`src/design/ipv4_header_parser_assert.svh`:
```
// assertion macros for the ipv4 header parser
`ifndef IPV4_HEADER_PARSER_ASSERT_SVH
`define IPV4_HEADER_PARSER_ASSERT_SVH

`ifndef SYNTH
`define IHP_ASSERT_IMP(lbl, clk, rstn, ante, cons, msg) \
	lbl: assert property (@(posedge clk) disable iff (!rstn) (ante) |-> (cons)) \
		else $error(msg);
`define IHP_ASSERT_NXT(lbl, clk, rstn, ante, cons, msg) \
	lbl: assert property (@(posedge clk) disable iff (!rstn) (ante) |=> (cons)) \
		else $error(msg);
`else
`define IHP_ASSERT_IMP(lbl, clk, rstn, ante, cons, msg)
`define IHP_ASSERT_NXT(lbl, clk, rstn, ante, cons, msg)
`endif

`endif

```
`src/design/ihp_pkg.sv`:
```
// types and constants shared by the ipv4 header parser
package ihp_pkg;

	localparam logic [15:0] HDR_LEN      = 16'd20;
	localparam logic [15:0] IDX_LAST_HDR = 16'd19;
	localparam logic [15:0] IDX_FIRST    = 16'd0;
	localparam logic [15:0] IDX_TLEN     = 16'd3;
	localparam logic [15:0] IDX_IDENT    = 16'd5;
	localparam logic [15:0] IDX_FRAG     = 16'd7;
	localparam logic [15:0] IDX_TTL      = 16'd8;
	localparam logic [15:0] IDX_PROTO    = 16'd9;
	localparam logic [15:0] IDX_CSUM     = 16'd11;
	localparam logic [15:0] IDX_SRC_LO   = 16'd12;
	localparam logic [15:0] IDX_SRC_HI   = 16'd15;
	localparam logic [3:0]  VERSION_V4   = 4'h4;
	localparam logic [3:0]  IHL_NO_OPTS  = 4'h5;

	typedef enum logic [1:0] {
		KIND_HEADER,
		KIND_PAYLOAD,
		KIND_LAST,
		KIND_REJECT
	} kind_t;

	typedef enum logic [2:0] {
		ST_OK,
		ST_SHORT,
		ST_NOT_V4,
		ST_OPTIONS,
		ST_LEN_OVER,
		ST_LEN_UNDER
	} status_t;

	typedef struct packed {
		logic [7:0]  data_byte;
		logic        first_byte;
		logic [15:0] buffer_length;
	} beat_t;

	typedef struct packed {
		kind_t       kind;
		status_t     status;
		logic [15:0] ident;
		logic [2:0]  flag_bits;
		logic [12:0] fragment_offset;
		logic [7:0]  time_to_live;
		logic [7:0]  protocol;
		logic [31:0] source_addr;
		logic [31:0] dest_addr;
		logic [15:0] received_checksum;
		logic [15:0] computed_checksum;
		logic [7:0]  payload_byte;
	} result_t;

endpackage

```
`src/design/ihp_in_if.sv`:
```
// byte stream channel into the parser
interface ihp_in_if;
	logic        valid;
	logic        ready;
	logic [7:0]  data_byte;
	logic        first_byte;
	logic [15:0] buffer_length;

	modport source (output valid, data_byte, first_byte, buffer_length, input ready);
	modport sink (input valid, data_byte, first_byte, buffer_length, output ready);
endinterface

```
`src/design/ihp_out_if.sv`:
```
// result channel out of the parser
interface ihp_out_if;
	logic        valid;
	logic        ready;
	logic [1:0]  kind;
	logic [2:0]  status;
	logic [15:0] ident;
	logic [2:0]  flag_bits;
	logic [12:0] fragment_offset;
	logic [7:0]  time_to_live;
	logic [7:0]  protocol;
	logic [31:0] source_addr;
	logic [31:0] dest_addr;
	logic [15:0] received_checksum;
	logic [15:0] computed_checksum;
	logic [7:0]  payload_byte;

	modport source (output valid, kind, status, ident, flag_bits, fragment_offset,
		time_to_live, protocol, source_addr, dest_addr, received_checksum,
		computed_checksum, payload_byte, input ready);
	modport sink (input valid, kind, status, ident, flag_bits, fragment_offset,
		time_to_live, protocol, source_addr, dest_addr, received_checksum,
		computed_checksum, payload_byte, output ready);
endinterface

```
`src/design/ipv4_header_parser.sv`:
```
// Streaming IPv4 header parser with header checksum.
// rx carries one buffer byte per beat with a first-byte mark and the buffer
// length; tx carries at most one result per byte: the header (after byte 19),
// a payload byte, the last payload byte, or a reject with its reason.
// A first-byte beat restarts parsing at byte 0 even in the middle of a buffer.
// A byte accepted on rx passes through an input register and a result register
// before its result, if any, appears on tx.
// Throughput: one byte per cycle while tx does not stall, set by the single 16-bit
// end-around-carry add of the checksum and the byte counter compare between the two registers.
// Bytes that give no result (header bytes 0 to 18 that are not rejected,
// dropped bytes) leave tx untouched.
// When tx stalls, the result register holds and rx keeps accepting until the
// input register also fills; rx.ready then falls in the same cycle.
// Reset empties both registers and puts the parser in the dropping state,
// so bytes before the first start mark are ignored.
`include "ipv4_header_parser_assert.svh"

module ipv4_header_parser
	import ihp_pkg::*;
(
	input  logic clk,
	input  logic arst_n,
	ihp_in_if.sink    rx,
	ihp_out_if.source tx
);

	logic    valid_s1;
	beat_t   beat_s1;
	logic    valid_s2;
	result_t res_s2;
	logic    adv;
	logic    res_valid;
	result_t res;

	assign adv      = valid_s1 && (!valid_s2 || tx.ready);
	assign rx.ready = !valid_s1 || adv;

	always_ff @(posedge clk or negedge arst_n) begin
		if (!arst_n) begin
			valid_s1 <= 1'b0;
		end else if (rx.ready) begin
			valid_s1 <= rx.valid;
		end
	end

	always_ff @(posedge clk) begin
		if (rx.valid && rx.ready) begin
			beat_s1 <= '{data_byte: rx.data_byte, first_byte: rx.first_byte,
				buffer_length: rx.buffer_length};
		end
	end

	ihp_parse u_parse (
		.clk       (clk),
		.arst_n    (arst_n),
		.fire      (adv),
		.beat      (beat_s1),
		.res_valid (res_valid),
		.res       (res)
	);

	always_ff @(posedge clk or negedge arst_n) begin
		if (!arst_n) begin
			valid_s2 <= 1'b0;
		end else if (adv) begin
			valid_s2 <= res_valid;
		end else if (tx.ready) begin
			valid_s2 <= 1'b0;
		end
	end

	always_ff @(posedge clk) begin
		if (adv) begin
			res_s2 <= res;
		end
	end

	assign tx.valid             = valid_s2;
	assign tx.kind              = res_s2.kind;
	assign tx.status            = res_s2.status;
	assign tx.ident             = res_s2.ident;
	assign tx.flag_bits         = res_s2.flag_bits;
	assign tx.fragment_offset   = res_s2.fragment_offset;
	assign tx.time_to_live      = res_s2.time_to_live;
	assign tx.protocol          = res_s2.protocol;
	assign tx.source_addr       = res_s2.source_addr;
	assign tx.dest_addr         = res_s2.dest_addr;
	assign tx.received_checksum = res_s2.received_checksum;
	assign tx.computed_checksum = res_s2.computed_checksum;
	assign tx.payload_byte      = res_s2.payload_byte;

	`IHP_ASSERT_IMP(a_ready_only_full, clk, arst_n, !rx.ready,
		valid_s1 && valid_s2 && !tx.ready, "rx stalled while a register is free")
	`IHP_ASSERT_NXT(a_s1_kept, clk, arst_n, valid_s1 && valid_s2 && !tx.ready,
		valid_s1, "input beat lost during output stall")
	`IHP_ASSERT_IMP(a_non_reject_ok, clk, arst_n,
		tx.valid && res_s2.kind != KIND_REJECT, res_s2.status == ST_OK,
		"non-reject result with a reject status")
	`IHP_ASSERT_IMP(a_reject_reason, clk, arst_n,
		tx.valid && res_s2.kind == KIND_REJECT, res_s2.status != ST_OK,
		"reject result without a reason")

endmodule

```
`src/design/ihp_parse.sv`:
```
// per-byte parse state and result logic
module ihp_parse
	import ihp_pkg::*;
(
	input  logic    clk,
	input  logic    arst_n,
	input  logic    fire,
	input  beat_t   beat,
	output logic    res_valid,
	output result_t res
);

	logic [15:0] idx_q, idx, idx_n;
	logic [15:0] sum_q, sum, sum_n;
	logic        drop_q, drop, drop_n;
	logic [7:0]  hold_q, hold_n;
	logic [15:0] tlen_q, tlen_n;
	logic [15:0] ident_q, ident_n;
	logic [15:0] frag_q, frag_n;
	logic [7:0]  ttl_q, ttl_n;
	logic [7:0]  proto_q, proto_n;
	logic [31:0] src_q, src_n;
	logic [31:0] dst_q, dst_n;
	logic [15:0] csum_q, csum_n;
	logic [15:0] word;
	logic [16:0] sum_x;
	logic [15:0] sum_add;
	logic        rej;
	status_t     rej_code;

	always_comb begin
		// a start beat begins afresh at byte 0 whatever came before
		idx  = beat.first_byte ? '0 : idx_q;
		sum  = beat.first_byte ? '0 : sum_q;
		drop = beat.first_byte ? 1'b0 : drop_q;

		word    = {hold_q, beat.data_byte};
		sum_x   = {1'b0, sum} + {1'b0, word};
		sum_add = sum_x[15:0] + {15'd0, sum_x[16]};

		idx_n   = idx;
		sum_n   = sum;
		drop_n  = drop;
		hold_n  = hold_q;
		tlen_n  = tlen_q;
		ident_n = ident_q;
		frag_n  = frag_q;
		ttl_n   = ttl_q;
		proto_n = proto_q;
		src_n   = src_q;
		dst_n   = dst_q;
		csum_n  = csum_q;
		rej      = 1'b0;
		rej_code = ST_OK;
		res       = '0;
		res_valid = 1'b0;

		if (!drop) begin
			if (idx < HDR_LEN) begin
				if (idx == IDX_FIRST) begin
					if (beat.buffer_length < HDR_LEN) begin
						rej = 1'b1;
						rej_code = ST_SHORT;
					end else if (beat.data_byte[7:4] != VERSION_V4) begin
						rej = 1'b1;
						rej_code = ST_NOT_V4;
					end else if (beat.data_byte[3:0] != IHL_NO_OPTS) begin
						rej = 1'b1;
						rej_code = ST_OPTIONS;
					end
				end
				if (!idx[0]) begin
					hold_n = beat.data_byte;
				end else if (idx != IDX_CSUM) begin
					sum_n = sum_add;
				end
				if (idx == IDX_TLEN) begin
					tlen_n = word;
					if (word > beat.buffer_length) begin
						rej = 1'b1;
						rej_code = ST_LEN_OVER;
					end else if (word < HDR_LEN) begin
						rej = 1'b1;
						rej_code = ST_LEN_UNDER;
					end
				end else if (idx == IDX_IDENT) begin
					ident_n = word;
				end else if (idx == IDX_FRAG) begin
					frag_n = word;
				end else if (idx == IDX_TTL) begin
					ttl_n = beat.data_byte;
				end else if (idx == IDX_PROTO) begin
					proto_n = beat.data_byte;
				end else if (idx == IDX_CSUM) begin
					csum_n = word;
				end else if (idx >= IDX_SRC_LO && idx <= IDX_SRC_HI) begin
					src_n = {src_q[23:0], beat.data_byte};
				end else if (idx > IDX_SRC_HI) begin
					dst_n = {dst_q[23:0], beat.data_byte};
				end

				if (rej) begin
					res_valid  = 1'b1;
					res.kind   = KIND_REJECT;
					res.status = rej_code;
					drop_n     = 1'b1;
				end else if (idx != IDX_LAST_HDR) begin
					idx_n = idx + 16'd1;
				end else begin
					res_valid             = 1'b1;
					res.kind              = KIND_HEADER;
					res.ident             = ident_n;
					res.flag_bits         = frag_n[15:13];
					res.fragment_offset   = frag_n[12:0];
					res.time_to_live      = ttl_n;
					res.protocol          = proto_n;
					res.source_addr       = src_n;
					res.dest_addr         = dst_n;
					res.received_checksum = csum_n;
					res.computed_checksum = ~sum_n;
					if (tlen_q <= HDR_LEN) begin
						drop_n = 1'b1;
					end else begin
						idx_n = HDR_LEN;
					end
				end
			end else if (idx >= tlen_q) begin
				// trailing bytes past the total length
				drop_n = 1'b1;
			end else begin
				res_valid        = 1'b1;
				res.payload_byte = beat.data_byte;
				if (idx + 16'd1 == tlen_q) begin
					res.kind = KIND_LAST;
					drop_n   = 1'b1;
				end else begin
					res.kind = KIND_PAYLOAD;
					idx_n    = idx + 16'd1;
				end
			end
		end
	end

	always_ff @(posedge clk or negedge arst_n) begin
		if (!arst_n) begin
			idx_q  <= '0;
			sum_q  <= '0;
			drop_q <= 1'b1;
		end else if (fire) begin
			idx_q  <= idx_n;
			sum_q  <= sum_n;
			drop_q <= drop_n;
		end
	end

	always_ff @(posedge clk) begin
		if (fire) begin
			hold_q  <= hold_n;
			tlen_q  <= tlen_n;
			ident_q <= ident_n;
			frag_q  <= frag_n;
			ttl_q   <= ttl_n;
			proto_q <= proto_n;
			src_q   <= src_n;
			dst_q   <= dst_n;
			csum_q  <= csum_n;
		end
	end

endmodule
```
`src/flat_wrapper.sv`:
```
// flat-port wrapper written by rule: the top's interface ports become plain ports
module ipv4_header_parser_flat import ihp_pkg::*;
  (clk, arst_n, rx_valid, rx_data_byte, rx_first_byte, rx_buffer_length, rx_ready, tx_valid, tx_kind, tx_status, tx_ident, tx_flag_bits, tx_fragment_offset, tx_time_to_live, tx_protocol, tx_source_addr, tx_dest_addr, tx_received_checksum, tx_computed_checksum, tx_payload_byte, tx_ready);
  ihp_in_if rx_i ();
  ihp_out_if tx_i ();
  input  logic clk;
  input  logic arst_n;
  input wire logic [$bits(rx_i.valid)-1:0] rx_valid;
  input wire logic [$bits(rx_i.data_byte)-1:0] rx_data_byte;
  input wire logic [$bits(rx_i.first_byte)-1:0] rx_first_byte;
  input wire logic [$bits(rx_i.buffer_length)-1:0] rx_buffer_length;
  output wire logic [$bits(rx_i.ready)-1:0] rx_ready;
  output wire logic [$bits(tx_i.valid)-1:0] tx_valid;
  output wire logic [$bits(tx_i.kind)-1:0] tx_kind;
  output wire logic [$bits(tx_i.status)-1:0] tx_status;
  output wire logic [$bits(tx_i.ident)-1:0] tx_ident;
  output wire logic [$bits(tx_i.flag_bits)-1:0] tx_flag_bits;
  output wire logic [$bits(tx_i.fragment_offset)-1:0] tx_fragment_offset;
  output wire logic [$bits(tx_i.time_to_live)-1:0] tx_time_to_live;
  output wire logic [$bits(tx_i.protocol)-1:0] tx_protocol;
  output wire logic [$bits(tx_i.source_addr)-1:0] tx_source_addr;
  output wire logic [$bits(tx_i.dest_addr)-1:0] tx_dest_addr;
  output wire logic [$bits(tx_i.received_checksum)-1:0] tx_received_checksum;
  output wire logic [$bits(tx_i.computed_checksum)-1:0] tx_computed_checksum;
  output wire logic [$bits(tx_i.payload_byte)-1:0] tx_payload_byte;
  input wire logic [$bits(tx_i.ready)-1:0] tx_ready;
  assign rx_i.valid = rx_valid;
  assign rx_i.data_byte = rx_data_byte;
  assign rx_i.first_byte = rx_first_byte;
  assign rx_i.buffer_length = rx_buffer_length;
  assign rx_ready = rx_i.ready;
  assign tx_valid = tx_i.valid;
  assign tx_kind = tx_i.kind;
  assign tx_status = tx_i.status;
  assign tx_ident = tx_i.ident;
  assign tx_flag_bits = tx_i.flag_bits;
  assign tx_fragment_offset = tx_i.fragment_offset;
  assign tx_time_to_live = tx_i.time_to_live;
  assign tx_protocol = tx_i.protocol;
  assign tx_source_addr = tx_i.source_addr;
  assign tx_dest_addr = tx_i.dest_addr;
  assign tx_received_checksum = tx_i.received_checksum;
  assign tx_computed_checksum = tx_i.computed_checksum;
  assign tx_payload_byte = tx_i.payload_byte;
  assign tx_i.ready = tx_ready;
  ipv4_header_parser u_core (.clk(clk), .arst_n(arst_n), .rx(rx_i), .tx(tx_i));
endmodule
```
`config.mk`:
```
export PLATFORM = sky130hd
export DESIGN_NAME = ipv4_header_parser_flat
export DESIGN_NICKNAME = d
export VERILOG_FILES = /design/src/design/ihp_pkg.sv /design/src/design/ihp_in_if.sv /design/src/design/ihp_out_if.sv /design/src/design/ipv4_header_parser.sv /design/src/design/ihp_parse.sv /design/src/flat_wrapper.sv
export VERILOG_INCLUDE_DIRS = /design/src /design/src/design
export SDC_FILE = /design/constraint.sdc
export NUM_CORES = 1
export LEC_CHECK = 0
export ABC_AREA = 0
export BUFFER_PORTS_ARGS = -buffer_cell sky130_fd_sc_hd__buf_4
export CAP_MARGIN = 20
export CORE_MARGIN = 3
export CORE_UTILIZATION = 60
export CTS_CLUSTER_DIAMETER = 50
export DETAILED_ROUTE_END_ITERATION = 16
export GPL_ROUTABILITY_DRIVEN = 1
export PLACE_DENSITY_LB_ADDON = 0.05
export SYNTH_ARGS = -nofsm -noshare
export SYNTH_HDL_FRONTEND = slang
export SYNTH_HIERARCHICAL = 1
export SYNTH_SLANG_ARGS = --single-unit
```
`constraint.sdc`:
```
create_clock -name clk -period 11.61 [get_ports clk]
set_input_delay 1.161 -clock clk [delete_from_list [all_inputs] [get_ports clk]]
set_output_delay 1.161 -clock clk [all_outputs]
set_load 0.02 [all_outputs]
```
==> impl_metrics.yaml <==
outcome:
  status: "finished clean"
cts:
  htreeDepth: 2
  clk_pin_slew_ns: 0.06
  cts.sinks: 369
  cts_resized: 0
  cts_setup_buffers: 0
  clockBufferDepth: 3
  ctsHoldBuffers: 0
  root_buffer: "clkbuf_16"
  worstSkewPairLatency_ns: 0.54
  cts_buffers: 39
  cts_tree: "built"
route:
  vias: 11800
  drc: 0
  drt_first_iter_violations: 1274
  dr.pass1.iters: 6
  wirelength_um: 41400
  ant_nets: 0
  avgViaCountPerCell: 6.09
  wl_per_cell_um: 21.4
synthesis:
  syn-cell-area_sq_um: 17800
  ys_seq_area_frac: 0.612
  synth.most_common_cell: "edfxtp_1"
  synth_edf_count: 334
  synth_common_cells: "edfxtp_1 (334), mux2_2 (124), nor2b_1 (103)"
  ys.flop_type: "edfxtp_1"
  syn_nets: 1425
  async_flop_share: 0.0949
  yosys_warnings: 6
  yosysTopAreaCell: "edfxtp_1"
  syn_inst: 1342
  yosys.area.top_type_share: 0.563
  syn_area_per_cell_sq_um: 13.3
  yosys.cell_types.count: 91
  synth_area_leaders: "edfxtp_1 (56%), mux2_2 (7.8%), dfrtp_1 (4.8%)"
  ys_ff_latch: 369
power_and_ir_drop:
  peakVddDrop_v: 0.000147
  p_per_area_nw_per_um2: 209
  p_leak_nw: 8.33
critical_path:
  worst_setup_path_end_kind: "flop"
  r2r_slack_ns: 6.27
  cp_max_fo: 58
  crit_required_ns: 11.85
  arrival_ns: 5.58
  critical_path_class: "reg2reg"
  worstSetupStartpointType: "flop"
finish:
  drive_gt1_frac: 0.276
  fin_nets: 1603
  stdcell_count: 1934
  area_delta_synth_final_pct: 17.7
  final_util: 0.722
sta:
  slew_violations: 0
  tightest_slew_ns: 1.12
  slew_headroom: 0.245
  fin_ws_ns: 6.27
  period_needed_ns: 5.34
  finalHoldViolCount: 0
  fin_skew_ns: 0.0224
  fmax_ghz: 0.187
  rsz0062_at_grt: "no"
  whs_ns: 0.476
  setup_viol: 0
  min_period_over_period: 0.460
  tns_ns: 0
die:
  die_h_um: 178
  num_rows: 62
  ios: 188
  die_w_um: 178
  die-area_sq_um: 31800
  core_sq_um: 29000
  start_util: 0.614
global_routing:
  grt_usage: 0.258
  gr-total-overflow: 0
  antenna_found_initial: 0
  grt_max_degree: 81
  first_global_vias: 11400
  grt_pass1_wl_um: 63700
placement:
  gp_routability_congestion: 0.902
  io_buffers: 187
  place_ws_ns: 5.86
  dp_hpwl_um: 26600
  placed_cells: 1862
min_path:
  min_path_type: "reg2reg"
flow_run:
  maxCapViolCount: 0
==> path summary, 6_finish.rpt <==
kind                       depth (start not counted)                                         to                                start
max                                               18  u_core/tx.computed_checksum[15]$_DFFE_PP_         u_core/beat_s1[16]$_DFFE_PP_
min                                                2        u_core/u_parse/sum_q[3]$_DFFE_PN0P_  u_core/u_parse/sum_q[3]$_DFFE_PN0P_
max reg2reg                                       18  u_core/tx.computed_checksum[15]$_DFFE_PP_         u_core/beat_s1[16]$_DFFE_PP_
min reg2reg                                        2        u_core/u_parse/sum_q[3]$_DFFE_PN0P_  u_core/u_parse/sum_q[3]$_DFFE_PN0P_
max in group asynchronous                          1          u_core/u_parse/drop_q$_DFFE_PN1P_                               arst_n
min in group asynchronous                          1        u_core/u_parse/sum_q[3]$_DFFE_PN0P_                               arst_n
==> metal layers <==
metal | track usage | vias to the layer above | share of wire
met5 | 0 | - | 0
met4 | 0.0718 | 0 | 0.022
met3 | 0.0532 | 83 | 0.080
met2 | 0.400 | 519 | 0.47
met1 | 0.375 | 5775 | 0.43
li1 | - | 5401 | -
==> kinds of logic after synthesis <==
family | after synthesis | synth area share
xor gates and xnor gates | 42 | 0.0207
adders and majority gates | 55 | 0.0389
muxes | 128 | 0.0808
and+or+nand+nor | 431 | 0.141
DFF | 369 | 0.612
buffers and inverters | 120 | 0.0277
AOI/OAI and AO/OA | 197 | 0.0783
==> final cells by class <==
class	instances	area, sq um
clock buffer	45	1030
antenna	1	2.50
tap	384	480
inverter	54	208
timing repair buffer	203	1530
sequential	369	10900
fill	1995	8060
multi-input combinational	853	6430
clock inverter	25	367
==> cells in the final DEF, fill, tap and decap left out, drive strengths merged, types with 4 or more instances in the layout <==
cell       n
o31ai      6
nor2      65
nand3b     5
a21o      12
clkinv    12
clkbuf    45
dfrtp     34
and2      16
edfxtp   334
o21ai     47
a211oi    11
a221o      4
o211ai     7
a311oi     6
nand2b    13
buf      203
and3      75
inv       58
nand3     15
o2111ai    5
a21boi     5
xnor2     25
mux2     126
xor2      17
a21oi     42
nor2b    103
a31oi     13
nor3b      4
nand4     14
nor4      21
nor3      22
bufinv     8
nand2     63
ha        53
==> critical path: stages, from the launching register on <==
cell	delay [ns]
edfxtp_1	0.32
buf_4	0.53
nor2b_1	0.18
ha_1	0.56
and3_4	0.27
a221oi_2	0.08
nor3b_2	0.27
a2111oi_0	0.15
nor3_1	0.31
a21oi_1	0.11
o21bai_1	0.17
ha_1	0.21
nand3_1	0.12
nor3_1	0.41
and3_1	0.30
o2111ai_1	0.25
or4_1	0.56
a31oi_1	0.18
nor2_1	0.05
==> stage by stage <==
step | total power [mW] | instance area (sq um)
5_1_grt | 4.56 | 21000
2_1_floorplan | 2.67 | 17800
3_5_place_dp | 3.04 | 19500
6_report | 4.37 | 21000
3_3_place_gp | 3.01 | 19500
4_1_cts | 4.39 | 20900
==> sequential cells by signal, summed over array words and instances (netlist names), 13 cells and up <==
name	cells
u_core/tx.dest_addr	32
u_core/u_parse/frag_q	16
u_core/tx.received_checksum	16
u_core/u_parse/csum_q	16
u_core/u_parse/dst_q	32
u_core/u_parse/sum_q	16
u_core/u_parse/ident_q	16
u_core/tx.fragment_offset	13
u_core/u_parse/idx_q	16
u_core/beat_s1	25
u_core/tx.source_addr	32
u_core/tx.computed_checksum	16
u_core/tx.ident	16
u_core/u_parse/src_q	32
u_core/u_parse/tlen_q	16
==> power by group <==
group | total (mW) | switching (mW) | internal, mW | leakage (nW)
Combinational | 1.14 | 0.708 | 0.431 | 3.95
Clock | 1.34 | 0.518 | 0.823 | 0.681
Sequential | 1.90 | 0.136 | 1.76 | 3.70
Total | 4.37 | 1.36 | 3.01 | 8.33
No activity file was read; power rests on OpenSTA's default activity.
